`config.mk`:
```
export PLATFORM = sky130hd
export DESIGN_NAME = fractional_baud_divisor_search_core
export DESIGN_NICKNAME = d
export VERILOG_FILES = /design/src/fbds_pkg.sv /design/src/fbds_div.sv /design/src/fbds_search.sv /design/src/fractional_baud_divisor_search_core.sv
export SDC_FILE = /design/constraint.sdc
export NUM_CORES = 1
export LEC_CHECK = 0
export ABC_CLOCK_PERIOD_IN_PS = 8300
export BUFFER_PORTS_ARGS = -buffer_cell sky130_fd_sc_hd__buf_2
export CAP_MARGIN = 25
export CORE_MARGIN = 3
export CORE_UTILIZATION = 40
export DETAILED_ROUTE_END_ITERATION = 7
export GPL_TIMING_DRIVEN = 0
export PLACE_DENSITY_LB_ADDON = 0.08
export SLEW_MARGIN = 20
export SYNTH_ARGS = -nofsm -noshare
export SYNTH_HDL_FRONTEND = slang
export SYNTH_SLANG_ARGS = --single-unit
```
`constraint.sdc`:
```
create_clock -name clk -period 8.3 [get_ports clk]
set_input_delay 0.83 -clock clk [delete_from_list [all_inputs] [get_ports clk]]
set_output_delay 0.83 -clock clk [all_outputs]
set_load 0.01 [all_outputs]
```
`src/fbds_pkg.sv`:
```
// fbds_pkg: shared widths, constants, sequencer states and result record
// for the fractional baud divisor search core
// depends on nothing
`default_nettype none

package fbds_pkg;

    localparam int CLK_W   = 25;
    localparam int BAUD_W  = 20;
    localparam int F_W     = 20;
    localparam int DL_W    = 16;
    localparam int N_W     = 11;
    localparam int MC_W    = 2;
    localparam int M_W     = 3;
    localparam int DIV_W   = 32;
    localparam int DSR_W   = 20;
    localparam int WIDE_W  = 31;
    localparam int MN_W    = 14;
    localparam int CNT_W   = $clog2(DIV_W);

    localparam logic [CLK_W-1:0] CLK_RESET  = 25'd10240000;
    localparam logic [DL_W-1:0]  DL_LIMIT   = 16'hffff;
    localparam logic [N_W-1:0]   FRAC_LIMIT = 11'd2047;
    localparam logic [M_W-1:0]   M_FIRST    = 3'd1;
    localparam logic [M_W-1:0]   M_LAST     = 3'd4;
    localparam logic [M_W-1:0]   MC_MASK    = 3'h3;

    typedef enum logic [4:0] {
        ST_IDLE,
        ST_L_Q,
        ST_G_Q,
        ST_L_P,
        ST_G_P,
        ST_L_LO,
        ST_G_LO,
        ST_L_HI,
        ST_G_HI,
        ST_DL_CHK,
        ST_L_PDL,
        ST_G_PDL,
        ST_L_RDL,
        ST_G_RDL,
        ST_L_RN,
        ST_G_RN,
        ST_CMP,
        ST_NEXT_DL,
        ST_NEXT_M,
        ST_WAIT,
        ST_DONE
    } fbds_state_t;

    typedef struct packed {
        logic [DL_W-1:0]  dl;
        logic [MC_W-1:0]  mult;
        logic [N_W-1:0]   n;
        logic [CLK_W-1:0] err;
        logic             found;
    } fbds_result_t;

endpackage

`default_nettype wire

```
`src/fbds_div.sv`:
```
// fbds_div: bit-serial restoring divider, one quotient bit per cycle
// uses fbds_pkg for operand widths
`default_nettype none

module fbds_div
    import fbds_pkg::*;
(
    input  wire logic             clk,
    input  wire logic             rst_n,
    input  wire logic             start,
    input  wire logic [DIV_W-1:0] dividend,
    input  wire logic [DSR_W-1:0] divisor,
    output logic                  done,
    output logic [DIV_W-1:0]      quotient
);

    logic               busy_reg, busy_next;
    logic               done_reg, done_next;
    logic [CNT_W-1:0]   cnt_reg, cnt_next;
    logic [DIV_W-1:0]   work_reg, work_next;
    logic [DSR_W:0]     rem_reg, rem_next;
    logic [DSR_W-1:0]   dsr_reg, dsr_next;
    logic [DSR_W:0]     rem_sh;
    logic               ge;

    // shift the next dividend bit into the partial remainder
    assign rem_sh = {rem_reg[DSR_W-1:0], work_reg[DIV_W-1]};
    assign ge     = rem_sh >= {1'b0, dsr_reg};

    always_comb
    begin
        busy_next = busy_reg;
        done_next = 1'b0;
        cnt_next  = cnt_reg;
        work_next = work_reg;
        rem_next  = rem_reg;
        dsr_next  = dsr_reg;
        if (start)
        begin
            busy_next = 1'b1;
            cnt_next  = '0;
            work_next = dividend;
            rem_next  = '0;
            dsr_next  = divisor;
        end
        else if (busy_reg)
        begin
            rem_next  = ge ? (rem_sh - {1'b0, dsr_reg}) : rem_sh;
            work_next = {work_reg[DIV_W-2:0], ge};
            cnt_next  = cnt_reg + 1'b1;
            if (cnt_reg == CNT_W'(DIV_W - 1))
            begin
                busy_next = 1'b0;
                done_next = 1'b1;
            end
        end
    end

    always_ff @(posedge clk or negedge rst_n)
    begin
        if (!rst_n)
        begin
            busy_reg <= 1'b0;
            done_reg <= 1'b0;
            cnt_reg  <= '0;
        end
        else
        begin
            busy_reg <= busy_next;
            done_reg <= done_next;
            cnt_reg  <= cnt_next;
        end
    end

    always_ff @(posedge clk)
    begin
        work_reg <= work_next;
        rem_reg  <= rem_next;
        dsr_reg  <= dsr_next;
    end

    assign done     = done_reg;
    assign quotient = work_reg;

endmodule

`default_nettype wire

```
`src/fbds_search.sv`:
```
// fbds_search: sequencer that walks multiplier, divisor and fraction windows
// and keeps the best candidate; uses fbds_pkg and one shared fbds_div
`default_nettype none

module fbds_search
    import fbds_pkg::*;
(
    input  wire logic              clk,
    input  wire logic              rst_n,
    input  wire logic              start,
    input  wire logic [BAUD_W-1:0] baud,
    input  wire logic [CLK_W-1:0]  core_clk,
    input  wire logic              res_take,
    output logic                   idle,
    output logic                   res_valid,
    output fbds_result_t           res
);

    fbds_state_t state_reg, state_next;
    fbds_state_t ret_reg, ret_sel;

    logic              div_start;
    logic [DIV_W-1:0]  div_dividend;
    logic [DSR_W-1:0]  div_divisor;
    logic              div_done;
    logic [DIV_W-1:0]  quo;

    logic [BAUD_W-1:0] baud_reg;
    logic [F_W-1:0]    f_reg;
    logic [F_W-1:0]    q_reg;
    logic [WIDE_W-1:0] p_reg;
    logic [WIDE_W-1:0] r_reg;
    logic [F_W-1:0]    lo_reg;
    logic [DL_W-1:0]   hi_reg;
    logic [DL_W-1:0]   dl_reg;
    logic [M_W-1:0]    m_reg;
    logic [N_W-1:0]    n_reg;
    logic [N_W-1:0]    n_last_reg;
    logic [WIDE_W-1:0] err_reg;
    logic [CLK_W-1:0]  best_err_reg;
    logic [DL_W-1:0]   best_dl_reg;
    logic [MC_W-1:0]   best_m_reg;
    logic [N_W-1:0]    best_n_reg;
    logic              hit_reg;

    logic [WIDE_W-1:0] f_big;
    logic [F_W:0]      hi_raw;
    logic [DL_W-1:0]   hi_clamp;
    logic              in_win;
    logic [N_W-1:0]    ideal;
    logic [MN_W-1:0]   mn;
    logic [WIDE_W-1:0] rate;
    logic [WIDE_W-1:0] baud_wide;
    logic [M_W-1:0]    m_plus;

    fbds_div u_div (
        .clk      (clk),
        .rst_n    (rst_n),
        .start    (div_start),
        .dividend (div_dividend),
        .divisor  (div_divisor),
        .done     (div_done),
        .quotient (quo)
    );

    assign f_big     = {f_reg, 11'b0};
    assign hi_raw    = {1'b0, quo[F_W-1:0]} + 1'b1;
    assign hi_clamp  = (hi_raw > {{(F_W+1-DL_W){1'b0}}, DL_LIMIT}) ? DL_LIMIT : hi_raw[DL_W-1:0];
    // ideal fraction lies in the window exactly when the quotient's upper part equals m
    assign in_win    = quo[WIDE_W-1:N_W] == {{(WIDE_W-N_W-M_W){1'b0}}, m_reg};
    assign ideal     = quo[N_W-1:0];
    assign mn        = {m_reg, {N_W{1'b0}}} + {{(MN_W-N_W){1'b0}}, n_reg};
    assign rate      = quo[WIDE_W-1:0];
    assign baud_wide = {{(WIDE_W-BAUD_W){1'b0}}, baud_reg};
    assign m_plus    = m_reg + 1'b1;

    // next state
    always_comb
    begin
        state_next = state_reg;
        case (state_reg)
            ST_IDLE:
            begin
                if (start)
                    state_next = (baud == '0) ? ST_DONE : ST_L_Q;
            end
            ST_L_Q, ST_L_P, ST_L_LO, ST_L_HI, ST_L_PDL, ST_L_RDL, ST_L_RN:
                state_next = ST_WAIT;
            ST_WAIT:
            begin
                if (div_done)
                    state_next = ret_reg;
            end
            ST_G_Q:  state_next = ST_L_P;
            ST_G_P:  state_next = ST_L_LO;
            ST_G_LO: state_next = ST_L_HI;
            ST_G_HI:
                state_next = (lo_reg < {{(F_W-DL_W){1'b0}}, hi_clamp}) ? ST_DL_CHK : ST_NEXT_M;
            ST_DL_CHK:
                state_next = (dl_reg == '0) ? ST_NEXT_DL : ST_L_PDL;
            ST_G_PDL:
                state_next = in_win ? ST_L_RDL : ST_NEXT_DL;
            ST_G_RDL: state_next = ST_L_RN;
            ST_G_RN:  state_next = ST_CMP;
            ST_CMP:
                state_next = (n_reg == n_last_reg) ? ST_NEXT_DL : ST_L_RN;
            ST_NEXT_DL:
                state_next = (({1'b0, dl_reg} + 1'b1) < {1'b0, hi_reg}) ? ST_DL_CHK : ST_NEXT_M;
            ST_NEXT_M:
                state_next = (m_reg == M_LAST) ? ST_DONE : ST_L_LO;
            ST_DONE:
            begin
                if (res_take)
                    state_next = ST_IDLE;
            end
            default: state_next = ST_IDLE;
        endcase
    end

    // divider launch outputs
    always_comb
    begin
        div_start    = 1'b0;
        div_dividend = '0;
        div_divisor  = '0;
        ret_sel      = ST_IDLE;
        case (state_reg)
            ST_L_Q:
            begin
                div_start    = 1'b1;
                div_dividend = {{(DIV_W-F_W){1'b0}}, f_reg};
                div_divisor  = baud_reg;
                ret_sel      = ST_G_Q;
            end
            ST_L_P:
            begin
                div_start    = 1'b1;
                div_dividend = {1'b0, f_big};
                div_divisor  = baud_reg;
                ret_sel      = ST_G_P;
            end
            ST_L_LO:
            begin
                div_start    = 1'b1;
                div_dividend = {{(DIV_W-F_W){1'b0}}, q_reg};
                div_divisor  = {{(DSR_W-M_W){1'b0}}, m_plus};
                ret_sel      = ST_G_LO;
            end
            ST_L_HI:
            begin
                div_start    = 1'b1;
                div_dividend = {{(DIV_W-F_W){1'b0}}, q_reg};
                div_divisor  = {{(DSR_W-M_W){1'b0}}, m_reg};
                ret_sel      = ST_G_HI;
            end
            ST_L_PDL:
            begin
                div_start    = 1'b1;
                div_dividend = {1'b0, p_reg};
                div_divisor  = {{(DSR_W-DL_W){1'b0}}, dl_reg};
                ret_sel      = ST_G_PDL;
            end
            ST_L_RDL:
            begin
                div_start    = 1'b1;
                div_dividend = {1'b0, f_big};
                div_divisor  = {{(DSR_W-DL_W){1'b0}}, dl_reg};
                ret_sel      = ST_G_RDL;
            end
            ST_L_RN:
            begin
                div_start    = 1'b1;
                div_dividend = {1'b0, r_reg};
                div_divisor  = {{(DSR_W-MN_W){1'b0}}, mn};
                ret_sel      = ST_G_RN;
            end
            default:
            begin
                div_start = 1'b0;
            end
        endcase
    end

    always_ff @(posedge clk or negedge rst_n)
    begin
        if (!rst_n)
        begin
            state_reg <= ST_IDLE;
            ret_reg   <= ST_IDLE;
        end
        else
        begin
            state_reg <= state_next;
            if (div_start)
                ret_reg <= ret_sel;
        end
    end

    always_ff @(posedge clk)
    begin
        case (state_reg)
            ST_IDLE:
            begin
                if (start)
                begin
                    baud_reg     <= baud;
                    f_reg        <= core_clk[CLK_W-1:CLK_W-F_W];
                    best_err_reg <= core_clk;
                    best_dl_reg  <= '0;
                    best_m_reg   <= '0;
                    best_n_reg   <= '0;
                    hit_reg      <= 1'b0;
                    m_reg        <= M_FIRST;
                end
            end
            ST_G_Q: q_reg <= quo[F_W-1:0];
            ST_G_P: p_reg <= quo[WIDE_W-1:0];
            ST_G_LO:
                lo_reg <= (quo[F_W-1:0] == '0) ? '0 : quo[F_W-1:0] - 1'b1;
            ST_G_HI:
            begin
                hi_reg <= hi_clamp;
                dl_reg <= lo_reg[DL_W-1:0];
            end
            ST_G_PDL:
            begin
                n_reg      <= (ideal == '0) ? '0 : ideal - 1'b1;
                // top fraction is never tried
                n_last_reg <= (ideal == FRAC_LIMIT) ? FRAC_LIMIT - 1'b1 : ideal;
            end
            ST_G_RDL: r_reg <= quo[WIDE_W-1:0];
            ST_G_RN:
                err_reg <= (rate >= baud_wide) ? rate - baud_wide : baud_wide - rate;
            ST_CMP:
            begin
                if (err_reg < {{(WIDE_W-CLK_W){1'b0}}, best_err_reg})
                begin
                    best_err_reg <= err_reg[CLK_W-1:0];
                    best_dl_reg  <= dl_reg;
                    best_m_reg   <= m_reg[MC_W-1:0] & MC_MASK[MC_W-1:0];
                    best_n_reg   <= n_reg;
                    hit_reg      <= 1'b1;
                end
                if (n_reg != n_last_reg)
                    n_reg <= n_reg + 1'b1;
            end
            ST_NEXT_DL: dl_reg <= dl_reg + 1'b1;
            ST_NEXT_M:  m_reg  <= m_reg + 1'b1;
            default:
            begin
                hit_reg <= hit_reg;
            end
        endcase
    end

    assign idle      = state_reg == ST_IDLE;
    assign res_valid = state_reg == ST_DONE;
    assign res.dl    = best_dl_reg;
    assign res.mult  = best_m_reg;
    assign res.n     = best_n_reg;
    assign res.err   = best_err_reg;
    assign res.found = hit_reg;

endmodule

`default_nettype wire

```
`src/fractional_baud_divisor_search_core.sv`:
```
// fractional_baud_divisor_search_core: top level with clock register,
// input handshake and result register; uses fbds_pkg and fbds_search
//
// usage: write the core clock in hertz through cfg_wr_en / cfg_wr_data while
// the block is idle; reset loads 10240000. present a requested baud_rate on
// in_valid; the transfer happens when in_valid is high and in_stall is low.
// one result comes back per request on out_valid with divisor_latch,
// mult_code (multiplier 4 reads as 0), frac_n, rate_error and found.
// every candidate step uses the one shared bit-serial divider, with a launch
// state, a wait state and a collect state around each division; a zero baud
// rate skips the search and goes straight to the result.
// one request is searched at a time; in_stall is high while a search runs.
// a finished result sits in the output register until taken, and the next
// request can be accepted meanwhile; while out_stall holds a result and a
// second search finishes, that search waits before taking further requests.
// reset clears the sequencer and the output valid; no memory clearing pass.
`default_nettype none

module fractional_baud_divisor_search_core
    import fbds_pkg::*;
(
    input  wire logic              clk,
    input  wire logic              rst_n,
    input  wire logic              cfg_wr_en,
    input  wire logic [CLK_W-1:0]  cfg_wr_data,
    input  wire logic              in_valid,
    output logic                   in_stall,
    input  wire logic [BAUD_W-1:0] baud_rate,
    output logic                   out_valid,
    input  wire logic              out_stall,
    output logic [DL_W-1:0]        divisor_latch,
    output logic [MC_W-1:0]        mult_code,
    output logic [N_W-1:0]         frac_n,
    output logic [CLK_W-1:0]       rate_error,
    output logic                   found
);

    logic [CLK_W-1:0] clk_hz_reg;
    logic             out_valid_reg, out_valid_next;
    fbds_result_t     out_reg;
    fbds_result_t     res;
    logic             srch_idle;
    logic             res_valid;
    logic             out_free;
    logic             res_take;

    assign out_free = !out_valid_reg || !out_stall;
    assign res_take = res_valid && out_free;
    assign in_stall = !srch_idle;

    fbds_search u_search (
        .clk       (clk),
        .rst_n     (rst_n),
        .start     (in_valid && srch_idle),
        .baud      (baud_rate),
        .core_clk  (clk_hz_reg),
        .res_take  (res_take),
        .idle      (srch_idle),
        .res_valid (res_valid),
        .res       (res)
    );

    always_comb
    begin
        out_valid_next = out_valid_reg;
        if (res_take)
            out_valid_next = 1'b1;
        else if (!out_stall)
            out_valid_next = 1'b0;
    end

    always_ff @(posedge clk or negedge rst_n)
    begin
        if (!rst_n)
        begin
            clk_hz_reg    <= CLK_RESET;
            out_valid_reg <= 1'b0;
        end
        else
        begin
            if (cfg_wr_en)
                clk_hz_reg <= cfg_wr_data;
            out_valid_reg <= out_valid_next;
        end
    end

    always_ff @(posedge clk)
    begin
        if (res_take)
            out_reg <= res;
    end

    assign out_valid     = out_valid_reg;
    assign divisor_latch = out_reg.dl;
    assign mult_code     = out_reg.mult;
    assign frac_n        = out_reg.n;
    assign rate_error    = out_reg.err;
    assign found         = out_reg.found;

    // an accepted request always starts the sequencer
    a_accept_starts: assert property (@(posedge clk) disable iff (!rst_n)
        (in_valid && !in_stall) |=> !srch_idle)
        else $error("accepted request did not start a search");

    // nothing found leaves the setting at zero
    a_miss_zero: assert property (@(posedge clk) disable iff (!rst_n)
        (out_valid && !found) |->
            (divisor_latch == '0 && mult_code == '0 && frac_n == '0))
        else $error("miss result carries a nonzero setting");

    // a hit never uses a zero divisor or the top fraction
    a_hit_legal: assert property (@(posedge clk) disable iff (!rst_n)
        (out_valid && found) |-> (divisor_latch != '0 && frac_n != FRAC_LIMIT))
        else $error("hit result carries an illegal setting");

endmodule

`default_nettype wire

```
==> reports/metrics.cfg <==
[timing]
finalHoldViolations = 0
drv_slew = 0
post-route-period-util_pct = 72.8
skew_ns = 0.0226
rsz0062_at_grt = no
relSlewSlack_pct = 26.5
fmax_mhz = 165
max_slew.worst_pin.slew_ns = 1.09
tns_ns = 0
setup_viol_count_final = 0
min_period_ns = 6.05

[cells_and_area]
n_antenna_cell = 0
num-nets-final = 2444
largest_reg_flops = 32
final_cell_mix = edfxtp_1 (392), nand2_1 (213), inv_1 (153), ha_1 (125), nor2_1 (121)
final_common_cell = edfxtp_1
fin_cells = 3072
synthToLayoutAreaGrowth_pct = 14.8
drive_gt1_share_pct = 13.3

[cts]
postCtsHoldBufs = 0
clk_path_buf_depth = 3
cts_buffers = 52
post_cts_resized = 0
cts_tree = built
htree_levels = 2
postCtsSetupBuffers = 0
clk_latency_ns = 0.61
cts.clk_slew.worst_paths_ns = 0.06
cts.sinks = 454
clock-root-buffer = clkbuf_16

[grt]
grt_pass1_wl_um = 112000
grt_usage_pct = 23.9
grt.overflow.total = 0
grt_max_degree = 45
grt_antenna_before_repair = 1
grt_pass1_vias = 17400

[power]
power_density_nw_per_um2 = 355
ir_drop_mv = 0.224
leakagePower_uw = 0.0105

[detailed_routing]
via_count = 17500
wl_um = 75700
drt_iter0_drc = 1712
ant_nets = 0
dr.pass1.iters = 8
wl_per_cell_um = 24.6
drc = 6
vias_per_cell = 5.69

[worst_hold_path]
hold_class = primary input to asynchronous set/reset pin

[placement]
dp_hpwl_um = 58100
place_congestion = 0.917
numPortBuffers = 105
dp_cells = 2977

[worst_setup_path]
criticalPathCategory = register to register
start_kind = register
reg2reg_depth = 17
rrSetupSlack_ns = 2.25
crit_fanout = 12
rr_startpoint = u_search.u_div.quotient[1]
required_ns = 8.77
endpoint_kind = register
cp.arrival_ns = 6.52
r2r-end = u_search.state_reg[1]
critical_path_buf_inv_count = 2
cpPeakStageDelay_ns = 0.73
crit_slowest_cell = edfxtp_1
worst_path_dominant_cell_family = compound AO/OA/AOI/OAI gates
path_cells = ha_1 > clkbuf_1 > and4_1 > nor2b_1 > and4_1 > o21ai_0 > a21oi_1 > clkbuf_1 > and2_1 > ha_1 > a21o_1 > a21o_1 > a2111oi_0 > o21ai_0 > a211oi_1 > o21ai_1 > or3_1

[synth]
muxShareOfSynthArea_pct = 2.80
ys_top_cells_by_area = edfxtp_1 (50%), ha_1 (6.6%), dfrtp_1 (3.9%)
synth_top_area_share_pct = 49.8
synth-compound-area-share_pct = 13.0
yosysSeqAreaShare_pct = 55.9
yosys.area.top_type = edfxtp_1
ys_warn_count = 0
synth_edf_count = 392
syn_area_sq_um = 23700
synth_top_family_by_area = compound AO/OA/AOI/OAI gates
yosys.area_share.adder_pct = 6.87
async_flop_share_pct = 9.25
syn-instance-count = 2091
synth.distinct_cells = 86
synth_seq_cells = 454
synthSimpleGateAreaFrac_pct = 12.7
synth-xor-area-share_pct = 4.07
syn_area_per_cell_sq_um = 11.3
synth_ff_type = edfxtp_1
synth_nets = 2269

[floorplan]
core_sq_um = 58100
die_x_um = 249
dieArea_sq_um = 62100
die_h_um = 249
ios = 107
start_util_pct = 40.7
row_count = 88

[status]
violations = DRC
status = finished, violations left

[run]
cap_violations = 0

cells by family (layout without fill, tap and decap cells):
family,Yosys count,count (layout)
simple gates,624,624
flops,454,454
compound gates,447,447
buf+inv,267,483
fa+ha+maj,128,128
xor+xnor,110,110
mux,61,61
metal layers:
metal / vias up / global-route usage, % / wire length (um) / share of wire (%)
li1: 8094 / - / - / -
met1: 8685 / 34.1 / 34400 / 45
met2: 574 / 36.4 / 33400 / 44
met3: 124 / 5.31 / 5590 / 7.4
met4: 0 / 7.39 / 2240 / 3.0
met5: - / 0 / 0 / 0
worst register-to-register path, stage by stage, from the launching register on:
cell       delay, ns
edfxtp_1        0.73
ha_1            0.25
clkbuf_1        0.28
and4_1          0.39
nor2b_1         0.30
and4_1          0.25
o21ai_0         0.17
a21oi_1         0.60
clkbuf_1        0.34
and2_1          0.19
ha_1            0.24
a21o_1          0.16
a21o_1          0.16
a2111oi_0       0.45
o21ai_0         0.27
a211oi_1        0.53
o21ai_1         0.22
or3_1           0.39
stage by stage:
| stage | power [uW] | setup slack [ns] | utilization (%) | hold slack, ns | cell area (sq um) |
|---|---|---|---|---|---|
| 5_1_grt | 10200 | 1.85 | 46.7 | 0.279 | 27100 |
| 2_1_floorplan | 6020 | 3.84 | - | 0.400 | 23700 |
| 4_1_cts | 9660 | 2.31 | 46.7 | 0.258 | 27100 |
| 3_5_place_dp | 7360 | 2.34 | 43.8 | 0.405 | 25500 |
| 3_3_place_gp | 7300 | 1.53 | 43.2 | 0.406 | 25100 |
| 6_report | 9650 | 2.25 | 46.7 | 0.250 | 27100 |
Yosys cell counts (13+ instances only):
cell type,number
edfxtp_1,392
nand2_1,213
inv_1,155
ha_1,125
nor2_1,125
a21oi_1,90
o21ai_0,88
clkbuf_1,83
xnor2_1,70
nor3_1,54
nand3_1,48
a22oi_1,44
mux2_2,42
xor2_1,40
dfrtp_1,37
nand4_1,34
a21o_1,31
and3_1,31
a222oi_1,22
and2_1,21
dfxtp_1,20
mux2i_1,19
nor4_1,19
o211ai_1,18
or3_1,15
a31oi_1,14
nor2b_1,14
a211oi_1,13
o2111ai_1,13
o22ai_1,13
power by group:
| group | internal [uW] | switching [uW] | total, uW |
|---|---|---|---|
| clock network | 1310 | 967 | 2280 |
| logic | 1400 | 2470 | 3870 |
| registers | 3110 | 395 | 3500 |
| total | 5820 | 3830 | 9650 |
final cells by class:
| type | instances | area [sq um] |
|---|---|---|
| buffer | 111 | 518 |
| clock buffer | 59 | 1330 |
| clock inverter | 36 | 343 |
| fill | 5513 | 31000 |
| inverter | 156 | 586 |
| multi-input combinational | 1370 | 9380 |
| sequential | 454 | 13200 |
| tap | 765 | 957 |
| timing repair buffer | 121 | 810 |
worst max path at each step:
stage                                           from                     to  slack [ns]  cells past startpoint
final                     u_search.u_div.quotient[1]  u_search.state_reg[1]        2.25                     17
after global routing      u_search.u_div.quotient[1]  u_search.state_reg[1]        1.85                     17
after CTS                 u_search.u_div.quotient[1]  u_search.state_reg[1]        2.31                     17
after detailed placement  u_search.u_div.quotient[1]  u_search.state_reg[1]        2.34                     17
after global placement         u_search.state_reg[2]         rate_error[21]        1.53                      5
after floorplan                u_search.state_reg[2]       divisor_latch[0]        3.84                      5
Note: power is estimated with default switching activity, not from simulation.
